`src/hdl/pvsf_pkg.sv`:
```
// Shared types and constants for the prime value stream filter.
`default_nettype none

package pvsf_pkg;

	// Default element width.
	localparam int DATA_WIDTH_DEF = 32;

	// Controller states, one-hot.
	typedef enum logic [4:0] {
		ST_IDLE = 5'b00001,
		ST_TEST = 5'b00010,
		ST_DIV  = 5'b00100,
		ST_EVAL = 5'b01000,
		ST_DONE = 5'b10000
	} state_t;

	// Commands from the controller to the datapath.
	typedef struct packed {
		logic load;      // capture an input word
		logic init_div;  // divisor to two, start a division
		logic step_div;  // one restoring division step
		logic inc_div;   // advance the divisor, restart the division
		logic set_keep;  // write the keep flag
		logic keep_val;  // value for the keep flag
		logic out_load;  // move the result into the output register
	} cmd_t;

	// Status from the datapath to the controller.
	typedef struct packed {
		logic trivial;   // value is negative, zero or one
		logic div_last;  // this division step is the final one
		logic d_gt_q;    // divisor exceeds the quotient: no divisor left
		logic rem_zero;  // remainder is zero: divisor found
		logic out_free;  // output register can take a result this cycle
	} status_t;

endpackage : pvsf_pkg

`default_nettype wire

```
`src/hdl/pvsf_dp.sv`:
```
// Datapath: element registers, bit-serial divider, divisor and output register.
`default_nettype none

module pvsf_dp
	import pvsf_pkg::*;
#(
	parameter int DATA_WIDTH = DATA_WIDTH_DEF
) (
	input  wire logic                  clk,
	input  wire logic                  arst_n,
	input  wire cmd_t                  cmd,
	output status_t                    sts,
	input  wire logic [DATA_WIDTH-1:0] in_value,
	input  wire logic                  in_last,
	input  wire logic                  out_ready,
	output logic                       out_valid,
	output logic [DATA_WIDTH-1:0]      out_value,
	output logic                       out_keep,
	output logic                       out_last
);

	localparam int CNT_W = $clog2(DATA_WIDTH);

	logic [DATA_WIDTH-1:0] value_q;
	logic                  last_q;
	logic                  keep_q;
	logic [DATA_WIDTH-1:0] div_q;
	logic [DATA_WIDTH-1:0] rem_q;
	logic [DATA_WIDTH-1:0] quot_q;
	logic [CNT_W-1:0]      cnt_q;
	logic                  out_valid_q;
	logic [DATA_WIDTH-1:0] out_value_q;
	logic                  out_keep_q;
	logic                  out_last_q;

	logic [DATA_WIDTH:0]   shifted;
	logic [DATA_WIDTH:0]   diff;

	assign shifted = {rem_q, quot_q[DATA_WIDTH-1]};
	assign diff    = shifted - {1'b0, div_q};

	always_ff @(posedge clk) begin
		if (cmd.load) begin
			value_q <= in_value;
			last_q  <= in_last;
		end
		if (cmd.set_keep) begin
			keep_q <= cmd.keep_val;
		end
		if (cmd.init_div || cmd.inc_div) begin
			div_q  <= cmd.init_div ? DATA_WIDTH'(2) : div_q + DATA_WIDTH'(1);
			rem_q  <= '0;
			quot_q <= value_q;
			cnt_q  <= '0;
		end else if (cmd.step_div) begin
			cnt_q <= cnt_q + CNT_W'(1);
			if (!diff[DATA_WIDTH]) begin
				rem_q  <= diff[DATA_WIDTH-1:0];
				quot_q <= {quot_q[DATA_WIDTH-2:0], 1'b1};
			end else begin
				rem_q  <= shifted[DATA_WIDTH-1:0];
				quot_q <= {quot_q[DATA_WIDTH-2:0], 1'b0};
			end
		end
		if (cmd.out_load) begin
			out_value_q <= value_q;
			out_keep_q  <= keep_q;
			out_last_q  <= last_q;
		end
	end

	always_ff @(posedge clk or negedge arst_n) begin
		if (!arst_n) begin
			out_valid_q <= 1'b0;
		end else if (cmd.out_load) begin
			out_valid_q <= 1'b1;
		end else if (out_ready) begin
			out_valid_q <= 1'b0;
		end
	end

	always_comb begin
		sts.trivial  = value_q[DATA_WIDTH-1] || (value_q <= DATA_WIDTH'(1));
		sts.div_last = (cnt_q == CNT_W'(DATA_WIDTH - 1));
		sts.d_gt_q   = (div_q > quot_q);
		sts.rem_zero = (rem_q == '0);
		sts.out_free = !out_valid_q || out_ready;
	end

	assign out_valid = out_valid_q;
	assign out_value = out_value_q;
	assign out_keep  = out_keep_q;
	assign out_last  = out_last_q;

	a_out_load_sets_valid: assert property (@(posedge clk) disable iff (!arst_n)
		cmd.out_load |=> out_valid_q)
		else $error("output register not valid after a result load");

	a_no_load_over_held_result: assert property (@(posedge clk) disable iff (!arst_n)
		(out_valid_q && !out_ready) |-> !cmd.out_load)
		else $error("result loaded over a word still waiting");

endmodule : pvsf_dp

`default_nettype wire

```
`src/hdl/pvsf_ctrl.sv`:
```
// Controller: sequences capture, trial divisions and result hand-off.
`default_nettype none

module pvsf_ctrl
	import pvsf_pkg::*;
(
	input  wire logic    clk,
	input  wire logic    arst_n,
	input  wire logic    in_valid,
	output logic         in_ready,
	input  wire status_t sts,
	output cmd_t         cmd
);

	state_t state_q;
	state_t state_d;

	always_comb begin
		state_d  = state_q;
		cmd      = '0;
		in_ready = 1'b0;
		case (state_q)
			ST_IDLE: begin
				in_ready = 1'b1;
				if (in_valid) begin
					cmd.load = 1'b1;
					state_d  = ST_TEST;
				end
			end
			ST_TEST: begin
				if (sts.trivial) begin
					cmd.set_keep = 1'b1;
					cmd.keep_val = 1'b1;
					state_d      = ST_DONE;
				end else begin
					cmd.init_div = 1'b1;
					state_d      = ST_DIV;
				end
			end
			ST_DIV: begin
				cmd.step_div = 1'b1;
				if (sts.div_last) begin
					state_d = ST_EVAL;
				end
			end
			ST_EVAL: begin
				if (sts.d_gt_q) begin
					// no divisor up to the square root: prime, drop it
					cmd.set_keep = 1'b1;
					cmd.keep_val = 1'b0;
					state_d      = ST_DONE;
				end else if (sts.rem_zero) begin
					cmd.set_keep = 1'b1;
					cmd.keep_val = 1'b1;
					state_d      = ST_DONE;
				end else begin
					cmd.inc_div = 1'b1;
					state_d     = ST_DIV;
				end
			end
			ST_DONE: begin
				if (sts.out_free) begin
					cmd.out_load = 1'b1;
					state_d      = ST_IDLE;
				end
			end
			default: begin
				state_d = ST_IDLE;
			end
		endcase
	end

	always_ff @(posedge clk or negedge arst_n) begin
		if (!arst_n) begin
			state_q <= ST_IDLE;
		end else begin
			state_q <= state_d;
		end
	end

	a_trivial_skips_division: assert property (@(posedge clk) disable iff (!arst_n)
		(state_q == ST_TEST && sts.trivial) |=> (state_q == ST_DONE))
		else $error("trivial value entered the divider");

	a_division_runs_to_end: assert property (@(posedge clk) disable iff (!arst_n)
		(state_q == ST_DIV && !sts.div_last) |=> (state_q == ST_DIV))
		else $error("division left before its final step");

	a_done_waits_for_output: assert property (@(posedge clk) disable iff (!arst_n)
		(state_q == ST_DONE && !sts.out_free) |=> (state_q == ST_DONE))
		else $error("result dropped while output register busy");

endmodule : pvsf_ctrl

`default_nettype wire

```
`src/hdl/prime_value_stream_filter_core.sv`:
```
// Top level of the prime value stream filter: controller plus datapath.
//
// Channel   Dir  Handshake          Contents (lowest bit first)
// s_*       in   s_tvalid/s_tready  tdata: value; tlast: last_in
// m_*       out  m_tvalid/m_tready  tdata: value_out; tuser: keep; tlast: last_out
//
// Each word is captured and tested, then each trial divisor runs a full division
//   and an evaluation, and the result is handed off to the output register. The
//   bit-serial restoring divider, one quotient bit a cycle, dominates the time.
// Values that are negative, zero or one bypass the divider.
// Reset clears the controller state and the output valid flag only.
// A stalled output holds its word; the next input word is taken meanwhile and
//   its result waits in the datapath until the output register frees.
`default_nettype none

module prime_value_stream_filter_core
	import pvsf_pkg::*;
#(
	parameter int DATA_WIDTH = DATA_WIDTH_DEF
) (
	input  wire logic                                 clk,
	input  wire logic                                 arst_n,
	input  wire logic                                 s_tvalid,
	output logic                                      s_tready,
	input  wire logic [((DATA_WIDTH + 7) / 8) * 8 - 1:0] s_tdata,  // value
	input  wire logic                                 s_tlast,  // last_in
	output logic                                      m_tvalid,
	input  wire logic                                 m_tready,
	output logic [((DATA_WIDTH + 7) / 8) * 8 - 1:0]      m_tdata,  // value_out
	output logic                                      m_tuser,  // keep
	output logic                                      m_tlast   // last_out
);

	localparam int TDATA_W = ((DATA_WIDTH + 7) / 8) * 8;

	cmd_t                  cmd;
	status_t               sts;
	logic [DATA_WIDTH-1:0] out_value;

	// Sequence each word: capture, trivial test, trial divisions, hand-off.
	pvsf_ctrl u_ctrl (
		.clk      (clk),
		.arst_n   (arst_n),
		.in_valid (s_tvalid),
		.in_ready (s_tready),
		.sts      (sts),
		.cmd      (cmd)
	);

	// Hold the element, run divisions, keep the result register.
	pvsf_dp #(
		.DATA_WIDTH (DATA_WIDTH)
	) u_dp (
		.clk       (clk),
		.arst_n    (arst_n),
		.cmd       (cmd),
		.sts       (sts),
		.in_value  (s_tdata[DATA_WIDTH-1:0]),
		.in_last   (s_tlast),
		.out_ready (m_tready),
		.out_valid (m_tvalid),
		.out_value (out_value),
		.out_keep  (m_tuser),
		.out_last  (m_tlast)
	);

	// Pad the value up to whole bytes with zeros.
	assign m_tdata = TDATA_W'(out_value);

endmodule : prime_value_stream_filter_core

`default_nettype wire

```
`config.mk`:
```
export PLATFORM = sky130hd
export DESIGN_NAME = prime_value_stream_filter_core
export DESIGN_NICKNAME = d
export VERILOG_FILES = /design/src/hdl/pvsf_pkg.sv /design/src/hdl/pvsf_dp.sv /design/src/hdl/pvsf_ctrl.sv /design/src/hdl/prime_value_stream_filter_core.sv
export SDC_FILE = /design/constraint.sdc
export NUM_CORES = 1
export LEC_CHECK = 0
export ABC_AREA = 0
export BUFFER_PORTS_ARGS = -buffer_cell sky130_fd_sc_hd__buf_2
export CAP_MARGIN = 20
export CORE_UTILIZATION = 66
export CTS_CLUSTER_SIZE = 40
export DETAILED_ROUTE_END_ITERATION = 7
export GPL_ROUTABILITY_DRIVEN = 1
export GPL_TIMING_DRIVEN = 0
export PLACE_DENSITY_LB_ADDON = 0.3
export SLEW_MARGIN = 10
export SYNTH_ARGS = -nofsm -noshare
export SYNTH_HDL_FRONTEND = slang
export SYNTH_HIERARCHICAL = 1
export SYNTH_SLANG_ARGS = --single-unit
```
`constraint.sdc`:
```
create_clock -name clk -period 6.9 [get_ports clk]
set_input_delay 0.69 -clock clk [delete_from_list [all_inputs] [get_ports clk]]
set_output_delay 0.69 -clock clk [all_outputs]
set_load 0.01 [all_outputs]
```
==> results of run 1 <==
worst min-delay path by stage:
stage | end | start | cells past startpoint | slack [ps]
floorplan | u_ctrl/state_q[1] | arst_n | 0 | 390
global placement | u_dp/out_last | u_dp/last_q | 0 | 420
detailed placement | u_dp/out_keep | u_dp/keep_q | 0 | 400
CTS | u_ctrl/state_q[2] | arst_n | 1 | 60
global route | u_ctrl/state_q[2] | arst_n | 1 | 60
finish | u_ctrl/state_q[3] | arst_n | 1 | 60
power breakdown:
part | leakage, uW | internal (uW) | switching [uW]
Sequential | 0.00159 | 1370 | 178
Clock | 0.000282 | 515 | 444
Combinational | 0.00259 | 671 | 952
Total | 0.00446 | 2560 | 1570
cells by family after synthesis:
| family | after synthesis | share of synthesized area [%] |
|---|---|---|
| AND/OR/NAND/NOR | 284 | 14.7 |
| buffers and inverters | 108 | 4.32 |
| flip-flops | 175 | 49.7 |
| XOR/XNOR | 55 | 4.93 |
| adder cells (fa/ha/maj) | 68 | 8.78 |
| multiplexers | 28 | 2.88 |
| AO/OA/AOI/OAI | 237 | 14.7 |
critical path: cells and delay by family, from the launching register on:
family                   cells  cell delay, ps
adder cells (fa/ha/maj)      1             350
buffers and inverters        5            1760
flip-flops                   1             520
AO/OA/AOI/OAI                7            1580
AND/OR/NAND/NOR              5             710
final cells by class:
type | count | area (um^2)
buffer | 31 | 135
tap | 184 | 230
clock inverter | 15 | 166
fill | 952 | 3460
clock buffer | 17 | 425
inverter | 77 | 289
timing repair buffer | 74 | 408
sequential | 175 | 4860
multi-input combinational | 672 | 4500
routing by layer:
layer  track usage [%]  vias to the layer above  wire length (um)
met5                 0                        -                 0
met4              13.8                        0               791
met3              7.51                       65              1760
met2              53.4                      368             11700
met1              42.2                     3659              9930
li1                  -                     3679                 -
per-stage QoR:
stage          std cells  hold slack, ps  total power, uW  util (%)  instance area, um^2
2_1_floorplan        955             394             2740         -                 9780
3_3_place_gp        1211             416             3070      71.6                10400
3_5_place_dp        1213             405             3130      72.0                10400
4_1_cts             1245            57.1             4110      76.1                11000
5_1_grt             1245            62.5             4370      76.1                11000
6_report            1245            61.7             4130      76.1                11000
Yosys cell counts (all sizes together) (3+ instances only):
cell type  number
a211o           3
a211oi          9
a21boi          4
a21o           16
a21oi          67
a31oi           8
and2            4
and3            9
and3b           5
buf             8
clkbuf         23
dfrtp           5
dfxtp          37
edfxtp        132
ha             67
inv            77
mux2i          27
nand2          78
nand2b         13
nand3          18
nand3b          4
nand4          23
nor2           69
nor2b           8
nor3           13
nor4           22
o211ai         11
o21a           12
o21ai          84
o21bai          3
or2             3
or3             8
xnor2          41
xor2           14
flip-flops by register name, indices dropped and copies added, names as in the netlist, 5 cells and up:
register and count:
u_dp/value_q 32, u_dp/cnt_q 5, u_dp/quot_q 32, u_dp/rem_q 32, u_dp/div_q 32, u_ctrl/state_q 5
u_dp/out_value 32
==> impl_results.md, run 1 <==
* Status: complete, no violations
* Growth of design area from synthesis to finish at 12.6%
* R2R cell count at 18
* Dpl ws at 1980 ps
* Final min period at 5220 ps
* CP required at 7030 ps
* Initial antenna violation count at 0
* FMAX at 192 MHz
* Kind of end point of the critical path: flip-flop
* CTS sink cnt at 175
* Syn Nets at 1,060
* Reg2reg end: u_dp/div_q[21]
* CP Launch Point: u_dp/div_q[1]
* Final Hold Fails at 0
* Max-Cap Viols at 0
* Cell Area, Synth at 9780 um^2
* Global route overflow at 0
* CP dominant cell by count: o21a_1
* Worst Setup EP: u_dp/div_q[21]
* CP cell instances: ha_1 > nor2b_1 > o21a_1 > o21a_1 > o21a_1 > o21a_1 > o21ai_0 > nand3_1 > a221oi_1 > a31oi_1 > nor2_1 > nand3_1 > inv_1 > nor2_1 > inv_1 > clkbuf_1 > clkbuf_2 > buf_16
* Synth Flop Type: edfxtp_1
* DRT antenna net count at 0
* Mean cell area of the mapped netlist at 10.2 um^2
* Top-area cell type share of the netlist area at 40.5%
* Most common cell after layout, fill and taps aside: edfxtp_1
* Leak Pwr at 0.00446 uW
* CP Max Fanout at 25
* Die Span Y at 124 um
* WL/cell at 19.5 um
* Pwr Density at 375 nW/um^2
* Ant. Diodes at 0
* DRC viols at 0
* Yosys cell types at 69
* Clock slew at reported path FFs at 70 ps
* Worst-Margin Slew at 1030 ps
* # H-tree levels at 4
* Final setup vio count at 0
* HP Class: input port to asynchronous set/reset pin
* Number of I/O pins at 73
* Drt via density at 6.24
* CP max stage cell: clkbuf_1
* Final Skew at 8.65 ps
* Core box area at 14,500 um^2
* Relative slew slack at 31.1%
* Number of synthesized flops with an enable pin at 132
* Post-CTS Setup Bufs at 0
* Row count at 44
* Total CTS buffers at 17
* Pin count of the biggest net entering global routing at 36
* # hold bufs at CTS at 0
* Synth warnings at 6
* Routability cong. at 0.916
* Cells after Synth at 955
* Fin Setup TNS at 0 ps
* Setup crit start kind: flip-flop
* First drt pass iteration count at 5
* Peak supply drop at 0.215 mV
* Worst setup path class: flip-flop to flip-flop
* Die Width at 124 um
* Internal reg-to-reg setup slack at 1680 ps
* Ratio of cells with drive above 1 in the final layout at 12.7%
* Post-CTS sizing at 0
* Yosys reg bits at 175
* Clk_lat worst skew at 440 ps
* Total Routing Usage GR at 32.9%
* Nets at 1,153
* Crit Reg-Reg Startpoint: u_dp/div_q[1]
* RSZ-0062 raised after global routing: no
* Clock root cell: clkbuf_16
* CTS max path bufs at 2
* Drt first-iter violations at 797
* CTS tree: built
* Sequential area share after synthesis at 49.7%
* Initial Utilization at 67.5%
* Fin crit share at 75.7%
* Async S/R FF share, synth at 3.43%
* Vias post-DR at 7,771
* Post-synth top area cell: edfxtp_1
* Detail Placement HPWL at 17,200 um
* Top cells by area, synth: edfxtp_1 41%, ha_1 8.6%, dfxtp_1 7.6%, o21ai_0 4.3%, xnor2_1 3.7%
* Total wire length at 24,200 um
* Final worst slack at 1680 ps
* Crit-path max cell delay at 580 ps
* Crit path DAT at 5360 ps
* Max Slew Vio Count at 0
* Wire length of the first global-routing pass at 37,800 um
* Vias in the first global route at 7,501
* Highest-count cells in the layout ignoring fill and taps: 132 x edfxtp_1, 84 x o21ai_0, 78 x nand2_1
* Die area at 15,300 um^2
* I/O Buffers at 72
Power figures use the tool's default switching activity.
==> run 2, diff against run 1 <==
Settings changed: CORE_UTILIZATION 66 to 61.
Clock period 6.9 ns to 5.2 ns, I/O delays scaled along.
==> run 2 against run 1 <==
Compared with the run above:
- utilization is 4.5 points lower
- cell count up 2.2%
- sequential power is 34% higher
- via count shrank 0.77%
- worst hold slack improved by 190 ps
- die area rose by 8.1%
- non-clock buffer count unchanged
==> impl_results.md, run 2 (synthesis results as in run 1) <==
* Drt via density at 6.06
* Growth of design area from synthesis to finish at 12.9%
* Wire length of the first global-routing pass at 36,200 um
* Global route overflow at 0
* Pin count of the biggest net entering global routing at 36
* Nets at 1,153
* Clk_lat worst skew at 430 ps
* Pwr Density at 493 nW/um^2
* CP Max Fanout at 22
* Initial antenna violation count at 0
* Ant. Diodes at 0
* Core box area at 15,400 um^2
* Peak supply drop at 0.290 mV
* Drt first-iter violations at 741
* Final Hold Fails at 0
* I/O Buffers at 72
* CTS tree: built
* Worst setup path class: flip-flop to flip-flop
* HP Class: input port to flip-flop
* Post-Place Cells at 1,239
* Final std cells w/o fill at 1,272
* Clock slew at reported path FFs at 70 ps
* Fin crit share at 91.4%
* CTS max path bufs at 2
* Number of I/O pins at 73
* Final Skew at 9.26 ps
* WL/cell at 18.1 um
* Kind of end point of the critical path: flip-flop
* Initial Utilization at 63.4%
* Routability cong. at 0.939
* Post-CTS Setup Bufs at 0
* Setup crit start kind: flip-flop
* CP cell instances: ha_1 > nor2b_1 > o21a_1 > o21a_1 > o21a_1 > o21a_1 > o21ai_0 > nand3_1 > a221oi_1 > a31oi_1 > nor2_1 > nand3_1 > inv_1 > nor2_1 > inv_1 > clkbuf_4 > buf_16
* CP delay by family, top: compound AO/OA/AOI/OAI gates
* Internal reg-to-reg setup slack at 440 ps
* Die Width at 129 um
* WP buf/inv at 4
* Final worst slack at 445 ps
* DRC viols at 0
* Row count at 45
* # H-tree levels at 4
* RSZ-0062 raised after global routing: no
* CTS sink cnt at 175
* Clock root cell: clkbuf_16
* Leak Pwr at 0.00446 uW
* First drt pass iteration count at 6
* Worst-Margin Slew at 859 ps
* Die area at 16,500 um^2
* Crit-path max cell delay at 550 ps
* Dpl ws at 48.4 ps
* Max Slew Vio Count at 0
* Fin Setup TNS at 0 ps
* CP required at 5340 ps
* FMAX at 210 MHz
* Crit path DAT at 4890 ps
* Highest-count cells in the layout ignoring fill and taps: 132 x edfxtp_1, 84 x o21ai_0, 78 x buf_2, 78 x nand2_1, 76 x inv_1
* CP dominant cell by count: o21a_1
* Most common cell after layout, fill and taps aside: edfxtp_1
* Detail Placement HPWL at 16,700 um
* Total Routing Usage GR at 28.8%
* Ratio of cells with drive above 1 in the final layout at 12.7%
* Total CTS buffers at 17
* DRT antenna net count at 0
* Total power at 5440 uW
* Die Span Y at 129 um
* Vias in the first global route at 7,363
* Status: complete, no violations
* CP max stage cell: a221oi_1
* Total wire length at 23,000 um
* Max-Cap Viols at 0
* Vias post-DR at 7,711
* Final min period at 4760 ps
* Final setup vio count at 0
* Relative slew slack at 42.0%
## run 2: cell types whose count changed in the layout (fill, tap and decap cells not counted), sizes merged
| cell | before | now |
|---|---|---|
| inv | 85 | 86 |
| clkinv | 3 | 5 |
| bufinv | 1 | 0 |
| clkbuf | 40 | 39 |
| dlygate4sd3 | 0 | 1 |
| clkinvlp | 3 | 1 |
## run 2: path summary, 6_finish.rpt
kind,startpoint,endpoint,cells past startpoint
worst max-delay path,u_dp/div_q[1],u_dp/div_q[0],17
worst min-delay path,s_tdata[1],u_dp/value_q[1],1
worst max register to register,u_dp/div_q[1],u_dp/div_q[0],17
worst min register to register,u_dp/last_q,u_dp/out_last,0
max in group asynchronous,arst_n,u_ctrl/state_q[0],2
min in group asynchronous,arst_n,u_ctrl/state_q[2],2
## run 2: worst reg2reg max path, cell delays in order, from the launching register on
cell and delay, ps:
edfxtp_1 530, ha_1 370, nor2b_1 130, o21a_1 160, o21a_1 160, o21a_1 160, o21a_1 170, o21ai_0 200
nand3_1 150, a221oi_1 550, a31oi_1 170, nor2_1 190, nand3_1 120, inv_1 90, nor2_1 70, inv_1 520
clkbuf_4 510, buf_16 220
## run 2: where the power goes
part / switching [uW] / internal, uW
clock network: 605 / 645
registers: 246 / 1820
logic: 1230 / 883
total: 2090 / 3350
## run 2: repair_timing
action                                 in CTS  in global routing
endpoints found under the hold margin       5                  0
resized for setup                           0                  2
setup endpoints to repair                   0                 38
hold buffers                                1                  0
## run 2: area by class of cell
class,instances,area (um^2)
sequential,175,4860
inverter,77,289
fill,1112,4390
timing repair buffer,75,403
multi-input combinational,672,4500
clock buffer,17,425
clock inverter,15,161
buffer,30,134
tap,211,264
## run 2: metal layers
| metal | up-vias | GRT usage, % | wire length (um) |
|---|---|---|---|
| met5 | - | 0 | 0 |
| met4 | 0 | 11.5 | 588 |
| met3 | 49 | 6.65 | 1440 |
| met1 | 3673 | 36.5 | 9810 |
| met2 | 314 | 48.0 | 11200 |
| li1 | 3675 | - | - |
## run 2: through the flow
| stage | area [um^2] | hold WS, ps | utilization (%) |
|---|---|---|---|
| 2_1_floorplan | 9780 | 224 | - |
| 6_report | 11000 | 255 | 71.5 |
| 5_1_grt | 11000 | 231 | 71.5 |
| 4_1_cts | 11000 | 241 | 71.5 |
| 3_3_place_gp | 10400 | 350 | 67.4 |
| 3_5_place_dp | 10400 | 353 | 67.6 |
